**src/rtl/avsc_pkg.sv**
```systemverilog
// avsc_pkg: shared types, register codes and constants of the sample count correction block
package avsc_pkg;

  // field widths of the channels
  localparam int unsigned FRAME_W   = 16;
  localparam int unsigned DIFF_W    = 32;
  localparam int unsigned WANTED_W  = 17;
  localparam int unsigned CFG_IDX_W = 3;
  localparam int unsigned CFG_DAT_W = 31;

  // configuration register widths
  localparam int unsigned COEF_W = 16;
  localparam int unsigned THR_W  = 31;
  localparam int unsigned RATE_W = 18;

  // configuration register indexes
  localparam logic [CFG_IDX_W-1:0] REG_AUDIO_IS_MASTER      = 3'd0;
  localparam logic [CFG_IDX_W-1:0] REG_AVERAGE_COEFFICIENT  = 3'd1;
  localparam logic [CFG_IDX_W-1:0] REG_CORRECTION_THRESHOLD = 3'd2;
  localparam logic [CFG_IDX_W-1:0] REG_SOURCE_RATE          = 3'd3;
  localparam logic [CFG_IDX_W-1:0] REG_NOSYNC_LIMIT         = 3'd4;

  // configuration reset values
  localparam logic [COEF_W-1:0] COEF_RESET   = 16'd52016;
  localparam logic [THR_W-1:0]  THR_RESET    = 31'd389120;
  localparam logic [RATE_W-1:0] RATE_RESET   = 18'd48000;
  localparam logic [THR_W-1:0]  NOSYNC_RESET = 31'd167772160;

  // difference accumulator, signed Q15.24, saturating
  localparam int unsigned ACC_W = 40;
  localparam int unsigned SUM_W = ACC_W + 2;
  localparam logic signed [ACC_W-1:0] ACC_MAX = {1'b0, {(ACC_W-1){1'b1}}};
  localparam logic signed [ACC_W-1:0] ACC_MIN = {1'b1, {(ACC_W-1){1'b0}}};

  // shared multiply-accumulate unit
  localparam int unsigned MAC_A_W   = 24;
  localparam int unsigned MAC_B_W   = 21;
  localparam int unsigned MAC_P_W   = MAC_A_W + MAC_B_W;
  localparam int unsigned MAC_ACC_W = 64;
  localparam int unsigned MAC_SH    = 24;

  // floor(x/10) = (x * DIV10_RECIP) >> DIV10_SHIFT, exact for x below 2^20
  localparam logic [MAC_B_W-1:0] DIV10_RECIP = 21'd1677722;
  localparam int unsigned        DIV10_SHIFT = 24;

  // fixed point of the difference
  localparam int unsigned FRAC_W = 24;
  localparam int unsigned CMAG_W = 26;
  localparam int unsigned W_W    = 28;

  typedef struct packed {
    logic              audio_is_master;
    logic [COEF_W-1:0] average_coefficient;
    logic [THR_W-1:0]  correction_threshold;
    logic [RATE_W-1:0] source_rate;
    logic [THR_W-1:0]  nosync_limit;
  } cfg_t;

  typedef struct packed {
    logic               go;
    logic               clr;
    logic               hi;
    logic [MAC_A_W-1:0] a;
    logic [MAC_B_W-1:0] b;
  } mac_req_t;

  typedef enum logic [4:0] {
    ST_IDLE,
    ST_CHECK,
    ST_ACC_LO,
    ST_ACC_HI,
    ST_ACC_WAIT,
    ST_ACC_DONE,
    ST_AVG_MAG,
    ST_AVG_LO,
    ST_AVG_HI,
    ST_AVG_WAIT,
    ST_AVG_DONE,
    ST_COR_LO,
    ST_COR_HI,
    ST_COR_WAIT,
    ST_COR_DONE,
    ST_MIN_MUL,
    ST_MAX_MUL,
    ST_MIN_DONE,
    ST_MAX_DONE,
    ST_CLAMP,
    ST_OUT
  } seq_state_t;

endpackage

```
**src/rtl/avsc_if.sv**
```systemverilog
// avsc interfaces: input item, result item and configuration write channels

interface avsc_in_if import avsc_pkg::*; ();
  logic                     valid;
  logic                     ready;
  logic [FRAME_W-1:0]       frame_samples;
  logic signed [DIFF_W-1:0] clock_difference;
  logic                     difference_valid;

  modport source (output valid, output frame_samples, output clock_difference,
                  output difference_valid, input ready);
  modport sink (input valid, input frame_samples, input clock_difference,
                input difference_valid, output ready);
endinterface

interface avsc_out_if import avsc_pkg::*; ();
  logic                valid;
  logic                ready;
  logic [WANTED_W-1:0] wanted_samples;
  logic                corrected;

  modport source (output valid, output wanted_samples, output corrected, input ready);
  modport sink (input valid, input wanted_samples, input corrected, output ready);
endinterface

interface avsc_cfg_if import avsc_pkg::*; ();
  logic                 valid;
  logic                 ready;
  logic [CFG_IDX_W-1:0] index;
  logic [CFG_DAT_W-1:0] data;

  modport source (output valid, output index, output data, input ready);
  modport sink (input valid, input index, input data, output ready);
endinterface

```
**src/rtl/av_sync_sample_count_correction.sv**
```systemverilog
// av_sync_sample_count_correction: top level of the audio sync sample count correction
// Each decoded audio frame is one item: the frame's sample count and the audio-minus-master
// clock difference go in, the sample count to produce and a corrected flag come out, one
// result per item. The block works on one item at a time. The result is loaded into the
// output register when audio is master or the difference is dropped, while the averaging
// window fills, when the averaged difference stays below the threshold and when a
// correction is applied; the later paths pass more products through the single 24x21
// two-stage multiply-accumulate unit that every product uses. The block returns to idle
// once the result is loaded and only then takes the next item. A new item is accepted
// while the previous result still waits on the output register; a result that finds that
// register still full holds the block until it drains.
// Configuration writes are taken in every cycle and belong in idle periods.
module av_sync_sample_count_correction import avsc_pkg::*; #(
  parameter int unsigned AVERAGE_WINDOW = 20
) (
  input  logic       clk,
  input  logic       rst_n,
  avsc_in_if.sink    in_ch,
  avsc_out_if.source out_ch,
  avsc_cfg_if.sink   cfg_ch
);

  cfg_t                 cfg;
  mac_req_t             mac_req;
  logic [MAC_ACC_W-1:0] mac_acc;

  // configuration registers
  avsc_cfg u_cfg (
    .clk    (clk),
    .rst_n  (rst_n),
    .cfg_ch (cfg_ch),
    .cfg    (cfg)
  );

  // shared multiplier
  avsc_mac u_mac (
    .clk   (clk),
    .rst_n (rst_n),
    .req   (mac_req),
    .acc   (mac_acc)
  );

  // sequencer
  avsc_seq #(
    .AVERAGE_WINDOW (AVERAGE_WINDOW)
  ) u_seq (
    .clk     (clk),
    .rst_n   (rst_n),
    .cfg     (cfg),
    .in_ch   (in_ch),
    .out_ch  (out_ch),
    .mac_req (mac_req),
    .mac_acc (mac_acc)
  );

endmodule

```
**src/rtl/avsc_cfg.sv**
```systemverilog
// avsc_cfg: configuration register file
module avsc_cfg import avsc_pkg::*; (
  input  logic       clk,
  input  logic       rst_n,
  avsc_cfg_if.sink   cfg_ch,
  output cfg_t       cfg
);

  cfg_t cfg_r;

  // writes are always taken
  assign cfg_ch.ready = 1'b1;
  assign cfg          = cfg_r;

  // register writes by index, unknown indexes dropped
  always_ff @(posedge clk) begin
    if (!rst_n) begin
      cfg_r.audio_is_master      <= 1'b0;
      cfg_r.average_coefficient  <= COEF_RESET;
      cfg_r.correction_threshold <= THR_RESET;
      cfg_r.source_rate          <= RATE_RESET;
      cfg_r.nosync_limit         <= NOSYNC_RESET;
    end else if (cfg_ch.valid) begin
      case (cfg_ch.index)
        REG_AUDIO_IS_MASTER:      cfg_r.audio_is_master      <= cfg_ch.data[0];
        REG_AVERAGE_COEFFICIENT:  cfg_r.average_coefficient  <= cfg_ch.data[COEF_W-1:0];
        REG_CORRECTION_THRESHOLD: cfg_r.correction_threshold <= cfg_ch.data[THR_W-1:0];
        REG_SOURCE_RATE:          cfg_r.source_rate          <= cfg_ch.data[RATE_W-1:0];
        REG_NOSYNC_LIMIT:         cfg_r.nosync_limit         <= cfg_ch.data[THR_W-1:0];
        default: ;
      endcase
    end
  end

endmodule

```
**src/rtl/avsc_mac.sv**
```systemverilog
// avsc_mac: shared two-stage multiply-accumulate unit
module avsc_mac import avsc_pkg::*; (
  input  logic                 clk,
  input  logic                 rst_n,
  input  mac_req_t             req,
  output logic [MAC_ACC_W-1:0] acc
);

  logic [MAC_P_W-1:0]        prod_r;
  logic                      p_vld_r;
  logic                      p_clr_r;
  logic                      p_hi_r;
  logic [MAC_ACC_W-1:0]      acc_r;
  logic [MAC_P_W+MAC_SH-1:0] prod_sh;
  logic [MAC_ACC_W-1:0]      addend;
  logic [MAC_ACC_W-1:0]      base;

  // upper partial products land one chunk up
  assign prod_sh = {prod_r, {MAC_SH{1'b0}}};
  assign addend  = p_hi_r ? prod_sh[MAC_ACC_W-1:0] : MAC_ACC_W'(prod_r);
  assign base    = p_clr_r ? '0 : acc_r;
  assign acc     = acc_r;

  // stage control
  always_ff @(posedge clk) begin
    if (!rst_n) begin
      p_vld_r <= 1'b0;
    end else begin
      p_vld_r <= req.go;
    end
  end

  // product stage and accumulate stage
  always_ff @(posedge clk) begin
    if (req.go) begin
      prod_r  <= req.a * req.b;
      p_clr_r <= req.clr;
      p_hi_r  <= req.hi;
    end
    if (p_vld_r) begin
      acc_r <= base + addend;
    end
  end

endmodule

```
**src/rtl/avsc_seq.sv**
```systemverilog
// avsc_seq: sequencer and datapath registers for one frame's correction
module avsc_seq import avsc_pkg::*; #(
  parameter int unsigned AVERAGE_WINDOW = 20
) (
  input  logic                 clk,
  input  logic                 rst_n,
  input  cfg_t                 cfg,
  avsc_in_if.sink              in_ch,
  avsc_out_if.source           out_ch,
  output mac_req_t             mac_req,
  input  logic [MAC_ACC_W-1:0] mac_acc
);

  localparam int unsigned CNT_W = $clog2(AVERAGE_WINDOW + 1);

  seq_state_t state_r, state_nxt;

  logic [CNT_W-1:0]         cnt_r, cnt_nxt;
  logic signed [ACC_W-1:0]  acc_r, acc_nxt;
  logic                     out_valid_r, out_valid_nxt;

  logic [FRAME_W-1:0]       n_r, n_nxt;
  logic signed [DIFF_W-1:0] diff_r, diff_nxt;
  logic                     dvalid_r, dvalid_nxt;
  logic [DIFF_W-1:0]        dmag_r, dmag_nxt;
  logic [ACC_W-1:0]         mag_r, mag_nxt;
  logic                     neg_r, neg_nxt;
  logic signed [W_W-1:0]    w_r, w_nxt;
  logic [WANTED_W-1:0]      lo_r, lo_nxt;
  logic [WANTED_W-1:0]      hi_r, hi_nxt;
  logic [WANTED_W-1:0]      res_w_r, res_w_nxt;
  logic                     res_c_r, res_c_nxt;
  logic [WANTED_W-1:0]      out_w_r, out_w_nxt;
  logic                     out_c_r, out_c_nxt;

  logic [DIFF_W-1:0]        dmag_w;
  logic [ACC_W-1:0]         accmag_w;
  logic [ACC_W-1:0]         pm_w;
  logic signed [SUM_W-1:0]  sum_w;
  logic signed [ACC_W-1:0]  sat_w;
  logic [COEF_W:0]          one_minus_coef;
  logic [MAC_ACC_W-1:0]     thr_ext;
  logic [CMAG_W-1:0]        cmag_w;
  logic signed [W_W-1:0]    n_s;
  logic signed [W_W-1:0]    cmag_s;
  logic [FRAME_W+3:0]       x9_w;
  logic [FRAME_W+3:0]       x11_w;
  logic signed [W_W-1:0]    lo_s;
  logic signed [W_W-1:0]    hi_s;

  // magnitudes of the difference and of the accumulator
  assign dmag_w   = diff_r[DIFF_W-1] ? DIFF_W'(-diff_r) : DIFF_W'(diff_r);
  assign accmag_w = acc_r[ACC_W-1] ? ACC_W'(-acc_r) : ACC_W'(acc_r);

  // coef*cum truncated toward zero, plus diff, saturated
  assign pm_w  = mac_acc[COEF_W +: ACC_W];
  assign sum_w = neg_r ? SUM_W'(diff_r) - $signed({2'b00, pm_w})
                       : SUM_W'(diff_r) + $signed({2'b00, pm_w});
  always_comb begin
    if (sum_w > SUM_W'(ACC_MAX)) begin
      sat_w = ACC_MAX;
    end else if (sum_w < SUM_W'(ACC_MIN)) begin
      sat_w = ACC_MIN;
    end else begin
      sat_w = sum_w[ACC_W-1:0];
    end
  end

  // average test operands
  assign one_minus_coef = (COEF_W+1)'(1 << COEF_W) - (COEF_W+1)'(cfg.average_coefficient);
  assign thr_ext        = MAC_ACC_W'({cfg.correction_threshold, {COEF_W{1'b0}}});

  // correction term and wanted count before clamping
  assign cmag_w = mac_acc[FRAC_W +: CMAG_W];
  assign n_s    = $signed(W_W'(n_r));
  assign cmag_s = $signed(W_W'(cmag_w));

  // 9n and 11n for the clamp bounds
  assign x9_w  = (FRAME_W+4)'({n_r, 3'b000}) + (FRAME_W+4)'(n_r);
  assign x11_w = (FRAME_W+4)'({n_r, 3'b000}) + (FRAME_W+4)'({n_r, 1'b0})
               + (FRAME_W+4)'(n_r);
  assign lo_s  = $signed(W_W'(lo_r));
  assign hi_s  = $signed(W_W'(hi_r));

  // handshake outputs
  assign in_ch.ready           = (state_r == ST_IDLE);
  assign out_ch.valid          = out_valid_r;
  assign out_ch.wanted_samples = out_w_r;
  assign out_ch.corrected      = out_c_r;

  // next state and datapath control
  always_comb begin
    state_nxt     = state_r;
    cnt_nxt       = cnt_r;
    acc_nxt       = acc_r;
    out_valid_nxt = out_valid_r;
    n_nxt         = n_r;
    diff_nxt      = diff_r;
    dvalid_nxt    = dvalid_r;
    dmag_nxt      = dmag_r;
    mag_nxt       = mag_r;
    neg_nxt       = neg_r;
    w_nxt         = w_r;
    lo_nxt        = lo_r;
    hi_nxt        = hi_r;
    res_w_nxt     = res_w_r;
    res_c_nxt     = res_c_r;
    out_w_nxt     = out_w_r;
    out_c_nxt     = out_c_r;
    mac_req       = '0;

    if (out_valid_r && out_ch.ready) begin
      out_valid_nxt = 1'b0;
    end

    case (state_r)
      ST_IDLE: begin
        if (in_ch.valid) begin
          n_nxt      = in_ch.frame_samples;
          diff_nxt   = in_ch.clock_difference;
          dvalid_nxt = in_ch.difference_valid;
          state_nxt  = ST_CHECK;
        end
      end
      ST_CHECK: begin
        dmag_nxt  = dmag_w;
        mag_nxt   = accmag_w;
        neg_nxt   = acc_r[ACC_W-1];
        res_w_nxt = WANTED_W'(n_r);
        res_c_nxt = 1'b0;
        if (cfg.audio_is_master) begin
          state_nxt = ST_OUT;
        end else if (!dvalid_r || dmag_w >= DIFF_W'(cfg.nosync_limit)) begin
          acc_nxt   = '0;
          cnt_nxt   = '0;
          state_nxt = ST_OUT;
        end else begin
          state_nxt = ST_ACC_LO;
        end
      end
      // |cum| * coef over two chunks
      ST_ACC_LO: begin
        mac_req.go  = 1'b1;
        mac_req.clr = 1'b1;
        mac_req.a   = mag_r[MAC_A_W-1:0];
        mac_req.b   = MAC_B_W'(cfg.average_coefficient);
        state_nxt   = ST_ACC_HI;
      end
      ST_ACC_HI: begin
        mac_req.go = 1'b1;
        mac_req.hi = 1'b1;
        mac_req.a  = MAC_A_W'(mag_r[ACC_W-1:MAC_A_W]);
        mac_req.b  = MAC_B_W'(cfg.average_coefficient);
        state_nxt  = ST_ACC_WAIT;
      end
      ST_ACC_WAIT: begin
        state_nxt = ST_ACC_DONE;
      end
      ST_ACC_DONE: begin
        acc_nxt = sat_w;
        if (cnt_r < CNT_W'(AVERAGE_WINDOW)) begin
          cnt_nxt   = cnt_r + 1'b1;
          state_nxt = ST_OUT;
        end else begin
          state_nxt = ST_AVG_MAG;
        end
      end
      // |cum| * (1 - coef) against the threshold
      ST_AVG_MAG: begin
        mag_nxt   = accmag_w;
        state_nxt = ST_AVG_LO;
      end
      ST_AVG_LO: begin
        mac_req.go  = 1'b1;
        mac_req.clr = 1'b1;
        mac_req.a   = mag_r[MAC_A_W-1:0];
        mac_req.b   = MAC_B_W'(one_minus_coef);
        state_nxt   = ST_AVG_HI;
      end
      ST_AVG_HI: begin
        mac_req.go = 1'b1;
        mac_req.hi = 1'b1;
        mac_req.a  = MAC_A_W'(mag_r[ACC_W-1:MAC_A_W]);
        mac_req.b  = MAC_B_W'(one_minus_coef);
        state_nxt  = ST_AVG_WAIT;
      end
      ST_AVG_WAIT: begin
        state_nxt = ST_AVG_DONE;
      end
      ST_AVG_DONE: begin
        if (mac_acc >= thr_ext) begin
          state_nxt = ST_COR_LO;
        end else begin
          state_nxt = ST_OUT;
        end
      end
      // |diff| * rate, scaled down by the fraction bits
      ST_COR_LO: begin
        mac_req.go  = 1'b1;
        mac_req.clr = 1'b1;
        mac_req.a   = dmag_r[MAC_A_W-1:0];
        mac_req.b   = MAC_B_W'(cfg.source_rate);
        state_nxt   = ST_COR_HI;
      end
      ST_COR_HI: begin
        mac_req.go = 1'b1;
        mac_req.hi = 1'b1;
        mac_req.a  = MAC_A_W'(dmag_r[DIFF_W-1:MAC_A_W]);
        mac_req.b  = MAC_B_W'(cfg.source_rate);
        state_nxt  = ST_COR_WAIT;
      end
      ST_COR_WAIT: begin
        state_nxt = ST_COR_DONE;
      end
      ST_COR_DONE: begin
        w_nxt     = diff_r[DIFF_W-1] ? n_s - cmag_s : n_s + cmag_s;
        state_nxt = ST_MIN_MUL;
      end
      // clamp bounds 9n/10 and 11n/10 issued back to back
      ST_MIN_MUL: begin
        mac_req.go  = 1'b1;
        mac_req.clr = 1'b1;
        mac_req.a   = MAC_A_W'(x9_w);
        mac_req.b   = DIV10_RECIP;
        state_nxt   = ST_MAX_MUL;
      end
      ST_MAX_MUL: begin
        mac_req.go  = 1'b1;
        mac_req.clr = 1'b1;
        mac_req.a   = MAC_A_W'(x11_w);
        mac_req.b   = DIV10_RECIP;
        state_nxt   = ST_MIN_DONE;
      end
      ST_MIN_DONE: begin
        lo_nxt    = mac_acc[DIV10_SHIFT +: WANTED_W];
        state_nxt = ST_MAX_DONE;
      end
      ST_MAX_DONE: begin
        hi_nxt    = mac_acc[DIV10_SHIFT +: WANTED_W];
        state_nxt = ST_CLAMP;
      end
      ST_CLAMP: begin
        res_c_nxt = 1'b1;
        if (w_r < lo_s) begin
          res_w_nxt = lo_r;
        end else if (w_r > hi_s) begin
          res_w_nxt = hi_r;
        end else begin
          res_w_nxt = w_r[WANTED_W-1:0];
        end
        state_nxt = ST_OUT;
      end
      // hand the result to the output register once it is free
      ST_OUT: begin
        if (!out_valid_r || out_ch.ready) begin
          out_valid_nxt = 1'b1;
          out_w_nxt     = res_w_r;
          out_c_nxt     = res_c_r;
          state_nxt     = ST_IDLE;
        end
      end
      default: begin
        state_nxt = ST_IDLE;
      end
    endcase
  end

  // control and filter state
  always_ff @(posedge clk) begin
    if (!rst_n) begin
      state_r     <= ST_IDLE;
      cnt_r       <= '0;
      acc_r       <= '0;
      out_valid_r <= 1'b0;
    end else begin
      state_r     <= state_nxt;
      cnt_r       <= cnt_nxt;
      acc_r       <= acc_nxt;
      out_valid_r <= out_valid_nxt;
    end
  end

  // item payload and working registers
  always_ff @(posedge clk) begin
    n_r      <= n_nxt;
    diff_r   <= diff_nxt;
    dvalid_r <= dvalid_nxt;
    dmag_r   <= dmag_nxt;
    mag_r    <= mag_nxt;
    neg_r    <= neg_nxt;
    w_r      <= w_nxt;
    lo_r     <= lo_nxt;
    hi_r     <= hi_nxt;
    res_w_r  <= res_w_nxt;
    res_c_r  <= res_c_nxt;
    out_w_r  <= out_w_nxt;
    out_c_r  <= out_c_nxt;
  end

`ifndef SYNTHESIS
  // measurement count never passes the window
  a_cnt_bound: assert property (@(posedge clk) disable iff (!rst_n)
    cnt_r <= CNT_W'(AVERAGE_WINDOW))
    else $error("measure count beyond window");

  // a correction is only reached with a full window
  a_clamp_full: assert property (@(posedge clk) disable iff (!rst_n)
    (state_r == ST_CLAMP) |-> (cnt_r == CNT_W'(AVERAGE_WINDOW)))
    else $error("correction with window not full");

  // an accepted item goes straight to the check
  a_accept_check: assert property (@(posedge clk) disable iff (!rst_n)
    (in_ch.valid && in_ch.ready) |=> (state_r == ST_CHECK))
    else $error("accepted item not checked");

  // clamp bounds are ordered
  a_bounds: assert property (@(posedge clk) disable iff (!rst_n)
    (state_r == ST_CLAMP) |-> (lo_r <= hi_r))
    else $error("clamp bounds out of order");
`endif

endmodule

```
**src/flat_wrapper.sv**
```systemverilog
// flat-port wrapper written by rule: the top's interface ports become plain ports
module av_sync_sample_count_correction_flat import avsc_pkg::*;
#(
  parameter int unsigned AVERAGE_WINDOW = 20
)
  (clk, rst_n, in_ch_valid, in_ch_frame_samples, in_ch_clock_difference, in_ch_difference_valid, in_ch_ready, out_ch_valid, out_ch_wanted_samples, out_ch_corrected, out_ch_ready, cfg_ch_valid, cfg_ch_index, cfg_ch_data, cfg_ch_ready);
  avsc_in_if in_ch_i ();
  avsc_out_if out_ch_i ();
  avsc_cfg_if cfg_ch_i ();
  input  logic clk;
  input  logic rst_n;
  input wire logic [$bits(in_ch_i.valid)-1:0] in_ch_valid;
  input wire logic [$bits(in_ch_i.frame_samples)-1:0] in_ch_frame_samples;
  input wire logic [$bits(in_ch_i.clock_difference)-1:0] in_ch_clock_difference;
  input wire logic [$bits(in_ch_i.difference_valid)-1:0] in_ch_difference_valid;
  output wire logic [$bits(in_ch_i.ready)-1:0] in_ch_ready;
  output wire logic [$bits(out_ch_i.valid)-1:0] out_ch_valid;
  output wire logic [$bits(out_ch_i.wanted_samples)-1:0] out_ch_wanted_samples;
  output wire logic [$bits(out_ch_i.corrected)-1:0] out_ch_corrected;
  input wire logic [$bits(out_ch_i.ready)-1:0] out_ch_ready;
  input wire logic [$bits(cfg_ch_i.valid)-1:0] cfg_ch_valid;
  input wire logic [$bits(cfg_ch_i.index)-1:0] cfg_ch_index;
  input wire logic [$bits(cfg_ch_i.data)-1:0] cfg_ch_data;
  output wire logic [$bits(cfg_ch_i.ready)-1:0] cfg_ch_ready;
  assign in_ch_i.valid = in_ch_valid;
  assign in_ch_i.frame_samples = in_ch_frame_samples;
  assign in_ch_i.clock_difference = in_ch_clock_difference;
  assign in_ch_i.difference_valid = in_ch_difference_valid;
  assign in_ch_ready = in_ch_i.ready;
  assign out_ch_valid = out_ch_i.valid;
  assign out_ch_wanted_samples = out_ch_i.wanted_samples;
  assign out_ch_corrected = out_ch_i.corrected;
  assign out_ch_i.ready = out_ch_ready;
  assign cfg_ch_i.valid = cfg_ch_valid;
  assign cfg_ch_i.index = cfg_ch_index;
  assign cfg_ch_i.data = cfg_ch_data;
  assign cfg_ch_ready = cfg_ch_i.ready;
  av_sync_sample_count_correction #(.AVERAGE_WINDOW(AVERAGE_WINDOW)) u_core (.clk(clk), .rst_n(rst_n), .in_ch(in_ch_i), .out_ch(out_ch_i), .cfg_ch(cfg_ch_i));
endmodule
```
**config.mk**
```make
export PLATFORM = sky130hd
export DESIGN_NAME = av_sync_sample_count_correction_flat
export DESIGN_NICKNAME = d
export VERILOG_FILES = /design/src/rtl/avsc_pkg.sv /design/src/rtl/avsc_if.sv /design/src/rtl/av_sync_sample_count_correction.sv /design/src/rtl/avsc_cfg.sv /design/src/rtl/avsc_mac.sv /design/src/rtl/avsc_seq.sv /design/src/flat_wrapper.sv
export SDC_FILE = /design/constraint.sdc
export NUM_CORES = 2
export LEC_CHECK = 0
export ABC_AREA = 1
export BUFFER_PORTS_ARGS = -buffer_cell sky130_fd_sc_hd__buf_4
export CORE_ASPECT_RATIO = 0.9
export CORE_UTILIZATION = 60
export CTS_BUF_LIST = sky130_fd_sc_hd__clkbuf_8
export DETAILED_ROUTE_END_ITERATION = 8
export GPL_ROUTABILITY_DRIVEN = 0
export HOLD_SLACK_MARGIN = 0.02
export PLACE_DENSITY = 0.78
export SYNTH_ARGS = -nofsm -noshare
export SYNTH_HDL_FRONTEND = slang
export SYNTH_SLANG_ARGS = --single-unit
```
**constraint.sdc**
```tcl
create_clock -name clk -period 8.85 [get_ports clk]
set_input_delay 1.3275 -clock clk [delete_from_list [all_inputs] [get_ports clk]]
set_output_delay 1.3275 -clock clk [all_outputs]
set_load 0.01 [all_outputs]
```
# Word-level counts from Yosys, hierarchy flattened
# Cells that the tools add are included.
[totals]
register_bits = 480
out_inout_bits = 21
wordCells = 133
[classes]
muxes = 33
n_addsub = 12
n_lt_le_gt_ge = 7
n_reduce_logical = 23
eq_ne = 29
n_mul = 1
[ops]
columns = ["operator", "n"]
rows = [
  ["$pmux W45 S8", 1],
  ["$mux W40", 4],
  ["$mux W64", 2],
  ["$pmux W5 S21", 1],
  ["$pmux W40 S2", 1],
  ["$add A64 B64 Y64", 1],
  ["$ge A64 B47 Y1", 1],
  ["$mul A24 B21 Y45", 1],
  ["$mux W5", 9],
  ["$add A32 B41 Y42", 1],
  ["$gt A42 B40 Y1 const B", 1],
  ["$lt A42 B40 Y1 const B", 1],
  ["$mux W42", 1],
  ["$sub A32 B41 Y42", 1],
  ["$eq A5 B4 Y1 const B", 8],
  ["$neg A40 Y40", 1],
  ["$mux W39", 1],
  ["$mux W17", 2],
  ["$pmux W17 S2", 1],
  ["$ge A32 B31 Y1", 1],
  ["$mux W32", 1],
  ["$neg A32 Y32", 1],
  ["$gt A28 B18 Y1", 1],
  ["$lt A28 B18 Y1", 1],
  ["33 further kinds", 61],
]

# Longest topological paths before layout
[logic_depth]
ltp_word = 7
ltp_mapped = 42
ltp_nobuf = 41

# Cells and area by module
# From an unflattened synthesis, not the netlist that was laid out.
[hier_totals]
cells_unflattened = 7756
hier_area_um2 = 54821.3
[by_module_without_submodules]
columns = ["mod", "n_inst", "area_each_um2", "seq_area_each_um2", "cells_per_inst"]
rows = [
  ["avsc_mac", 1, 27835.4, 3353.2, 4073],
  ["avsc_seq", 1, 23102.2, 7627.3, 3132],
  ["avsc_cfg", 1, 3883.7, 1941.9, 551],
]

# Least setup slack after synthesis
# Ideal clock, no wire load.
[synth_timing]
path_kind = "reg2reg"
start = "register u_core.u_seq.n_r[3]"
end = "register u_core.u_mac.prod_r[43], data pin"
n_path_buf = 1
t_arrival_ps = 8326
t_required_ps = 8591
setup_time_ps = 259
synth_period_minus_slack_ps = 8585
path_stages_with_launch = 41
setup_slack_ps = 265
path_cell_list = "edfxtp_1 > inv_1 > fa_1 > inv_1 > fa_1 > nand2_1 > inv_1 > o21ai_0 > nand2_1 > a21oi_1 > o21ai_0 > a21oi_1 > o21ai_0 > o21ai_0 > a21oi_1 > nand2_1 > buf_2 > nand2_1 > (+5 left out) > inv_1 > fa_1 > fa_1 > fa_1 > inv_1 > fa_1 > inv_1 > ha_1 > a21oi_1 > o21ai_0 > a21oi_1 > nand2_1 > a21oi_1 > o21ai_0 > a21oi_1 > o21ai_0 > nand2_1 > nand2_1"
[synth_via]
elab_chain_cells = 4
[synth_lines]
columns = ["element", "line_no", "text"]
rows = [
  ["from (decl)", "avsc_seq.sv:22", "logic [FRAME_W-1:0] n_r, n_nxt;"],
  ["from (signal assigned)", "avsc_seq.sv:285", "n_r <= n_nxt;"],
  ["$add A19 B17 Y20", "avsc_seq.sv:80", "assign x11_w = (FRAME_W+4)'({n_r, 3'b000}) + (FRAME_W+4)'({n_r, 1'b0})"],
  ["$add A20 B16 Y20", "avsc_seq.sv:81", "+ (FRAME_W+4)'(n_r);"],
  ["$pmux W45 S8 (*)", "avsc_seq.sv:116", "case (state_r)"],
  ["$mul A24 B21 Y45 (*)", "avsc_mac.sv:36", "prod_r <= req.a * req.b;"],
  ["to (signal assigned)", "avsc_mac.sv:36", ""],
  ["to (decl)", "avsc_mac.sv:9", "logic [MAC_P_W-1:0] prod_r;"],
]
# Every way passes the cells marked *; elsewhere a longest branch is shown, timed or not.
# A chain may end at the register's enable or synchronous reset.

# Final worst setup path
[layout_timing]
start = "register u_core.u_seq.n_r[5]"
end = "register u_core.u_mac.prod_r[33], data pin"
# Same word-level chain as after synthesis.

==> impl_metrics.tcl <==
set metrics [dict create \
    globalRouteOverflowTotal 0 \
    yosys.area_share.simple_pct 19.4 \
    instances_no_fill 7773 \
    outcome "finished with violations" \
    antenna_found_initial 6 \
    root_buffer "clkbuf_8" \
    drive_gt1_share_pct 11.5 \
    critical-path-top-delay-family "adder cells" \
    ir_drop_uv 202 \
    dp.cells 7579 \
    worstSetupPathType "reg -> reg" \
    finalWirelength_mm 166 \
    maxCapViolCount 0 \
    dpl.hpwl_mm 132 \
    period_share_pct 99.7 \
    path_common_cell "fa_1" \
    seqCellArea_um2 12900 \
    synth_compound_area_share_pct 12.1 \
    critPathLaunchType "register" \
    ys_types 67 \
    tritoncts "done" \
    core_area_um2 82600 \
    critical-path-max-stage-delay_ps 610 \
    dieArea_um2 84500 \
    die_x_um 306 \
    die_height_um 276 \
    p_per_area_nw_per_um2 290 \
    clk_path_buf_depth 3 \
    cts-htree-levels 3 \
    max_slew_margin_pct 29.1 \
    insertion_delay_ps 750 \
    rows 100 \
    synth-edff-count 331 \
    initial_utilization_pct 60.5 \
    finClkSkew_ps 75.6 \
    cellLeakagePower_nw 27.2 \
    fin_crit_ps 8820 \
    seqPwrFrac_pct 22.7 \
    switching_share_pct 51.5 \
    drv_slew 0 \
    p_clk_share_pct 12.1 \
    synth-seq-cells 480 \
    dr.first_iter.drc_count 5731 \
    hold_class "reg -> reg" \
    synth_area_um2 50000 \
    critical_path_arrival_ps 9370 \
    drtAntennaViolNets 0 \
    syn2layout_area_growth_pct 11.8 \
    drc 1 \
    numCtsBuffers 81 \
    grt_pass1_vias 44000 \
    avgSynthCellArea_um2 7.88 \
    synth_xor_area_share_pct 4.77 \
    fin_nets 7576 \
    placed_cell_area_um2 53100 \
    gr-usage-all-layers_pct 38.5 \
    synth_fa_ha_area_share_pct 27.5 \
    final-hold-violation-count 0 \
    cts.reportedPaths.clkPinSlew_ps 60 \
    power_frac_comb_pct 65.2 \
    cts.sink_count 480 \
    synth_seq_area_share_pct 25.9 \
    setup_viol 0 \
    fmax_mhz 113 \
    cp_slowest_cell "fa_1" \
    synth_top_cell_by_area "edfxtp_1" \
    critPathRequiredTime_ps 9400 \
    avgRoutedWirePerCell_um 21.3 \
    internal_power_mw 7.86 \
    end_kind "register" \
    viasPerCell 5.98 \
    ys.flop_type "edfxtp_1" \
    first_pass_iters 9 \
    via_count 46500 \
    portBuffers 107 \
    rsz0062_at_grt "true" \
    p_switching_mw 8.33 \
    tightest_slew_ps 1060 \
    multi_input_area_um2 32700 \
    crit_buf_inv 11 \
    violations "DRC" \
    synth_area_leaders "edfxtp_1 (20%), fa_1 (16%), ha_1 (11%), nand2_1 (9.8%), inv_1 (8.4%)" \
    grt_pass1_wl_mm 248 \
    synth.top_cell.area_share_pct 19.9 \
    fillers 6528 \
    grt_max_degree 101 \
    synthCells 6339 \
    pin_count 109 \
    synth_top_family_by_area "adder cells" \
    synthArstFlopShare_pct 0 \
    worstPathMaxFanout 4 \
    final_cell_area_um2 55900 \
    yosys_warnings 0 \
    synthMuxAreaShare_pct 0.0601 \
    p_total_mw 16.2 \
]
==> cell type report <==
class	count	share of cell area [%]
clock buffer	84	2.07
tap	1071	2.40
clock inverter	64	0.692
antenna	4	0.0179
timing repair buffer	371	5.29
sequential	480	23.1
inverter	1159	7.80
multi-input combinational	4540	58.6
==> routing by layer <==
metal  global-route usage, %  up-vias  wire (um)
met1                    51.1    21700      63000
li1                        -    21000          -
met5                    1.11        -         70
met2                    55.4     3214      67400
met4                    21.8        8      11200
met3                    12.4      591      24100
==> per-stage QoR <==
step / TNS, ps / setup slack, ps / hold slack, ps / util (%)
floorplan: 0 / 265 / 400 / -
global route: -2990 / -251 / 423 / 67.7
finish: 0 / 27.1 / 417 / 67.7
detailed placement: -681 / -243 / 405 / 64.3
CTS: -9.18 / -9.18 / 420 / 66.3
global placement: -107 / -107 / 400 / 64.3
==> Yosys cell counts, types with 61 or more instances <==
master,n
a21oi_1,489
buf_2,61
clkbuf_1,85
dfxtp_1,149
edfxtp_1,331
fa_1,409
ha_1,446
inv_1,1113
nand2_1,1300
nand3_1,213
nor2_1,588
o21ai_0,310
xnor2_1,71
xor2_1,201
==> power groups by stage <==
stage | clock (mW) | combinational [mW] | sequential (mW)
2_1_floorplan | 0 | 6.37 | 3.49
3_3_place_gp | 0 | 9.26 | 3.66
3_5_place_dp | 0 | 9.43 | 3.67
4_1_cts | 1.96 | 9.53 | 3.63
5_1_grt | 2.06 | 11.4 | 3.67
6_report | 1.96 | 10.6 | 3.67
==> flip-flops by register name, indices dropped and copies added (netlist names), 5 cells and up <==
register and flops:
u_core.u_cfg.cfg 97, u_core.u_seq.diff_r 32, u_core.u_seq.w_r 28, u_core.u_seq.hi_r 17
u_core.u_seq.acc_r 40, u_core.u_seq.state_r 5, u_core.u_seq.cnt_r 5, u_core.u_seq.mag_r 40
u_core.u_mac.acc 64, u_core.u_seq.lo_r 17, u_core.u_seq.dmag_r 32, u_core.u_seq.n_r 16
u_core.u_seq.out_ch.wanted_samples 17, u_core.u_mac.prod_r 45, u_core.u_seq.res_w_r 17
==> placed cells by master, fill, tap and decap left out, drive strengths merged, types with 221 or more instances in the layout <==
cell and n:
nand2 1313, inv 1177, nor2 609, a21oi 504, ha 446, fa 409
buf 370, edfxtp 331, o21ai 328, nand3 221
==> path summary, 6_finish.rpt <==
path                                          startpoint                                     end  slack [ps]  cells past startpoint
worst min-delay path            u_core.u_seq.res_w_r[14]  u_core.u_seq.out_ch.wanted_samples[14]         420                      0
worst max-delay path                 u_core.u_seq.n_r[5]                 u_core.u_mac.prod_r[33]          30                     40
worst min register to register  u_core.u_seq.res_w_r[14]  u_core.u_seq.out_ch.wanted_samples[14]         420                      0
worst max register to register       u_core.u_seq.n_r[5]                 u_core.u_mac.prod_r[33]          30                     40
==> what timing repair did <==
item	CTS	global route
pin swaps	2	102
setup endpoints to repair	10	28
gates cloned	0	3
buffers inserted	5	36
hold buffers	0	0
gates resized for setup	17	204
==> kinds of logic after synthesis <==
kind of cell	count (synthesis)
compound gates	1065
xor+xnor	272
fa+ha+maj	855
buf+inv	1327
flops	480
mux	3
other cells	2
simple gates	2335
Note: power is estimated with default switching activity, not from simulation.
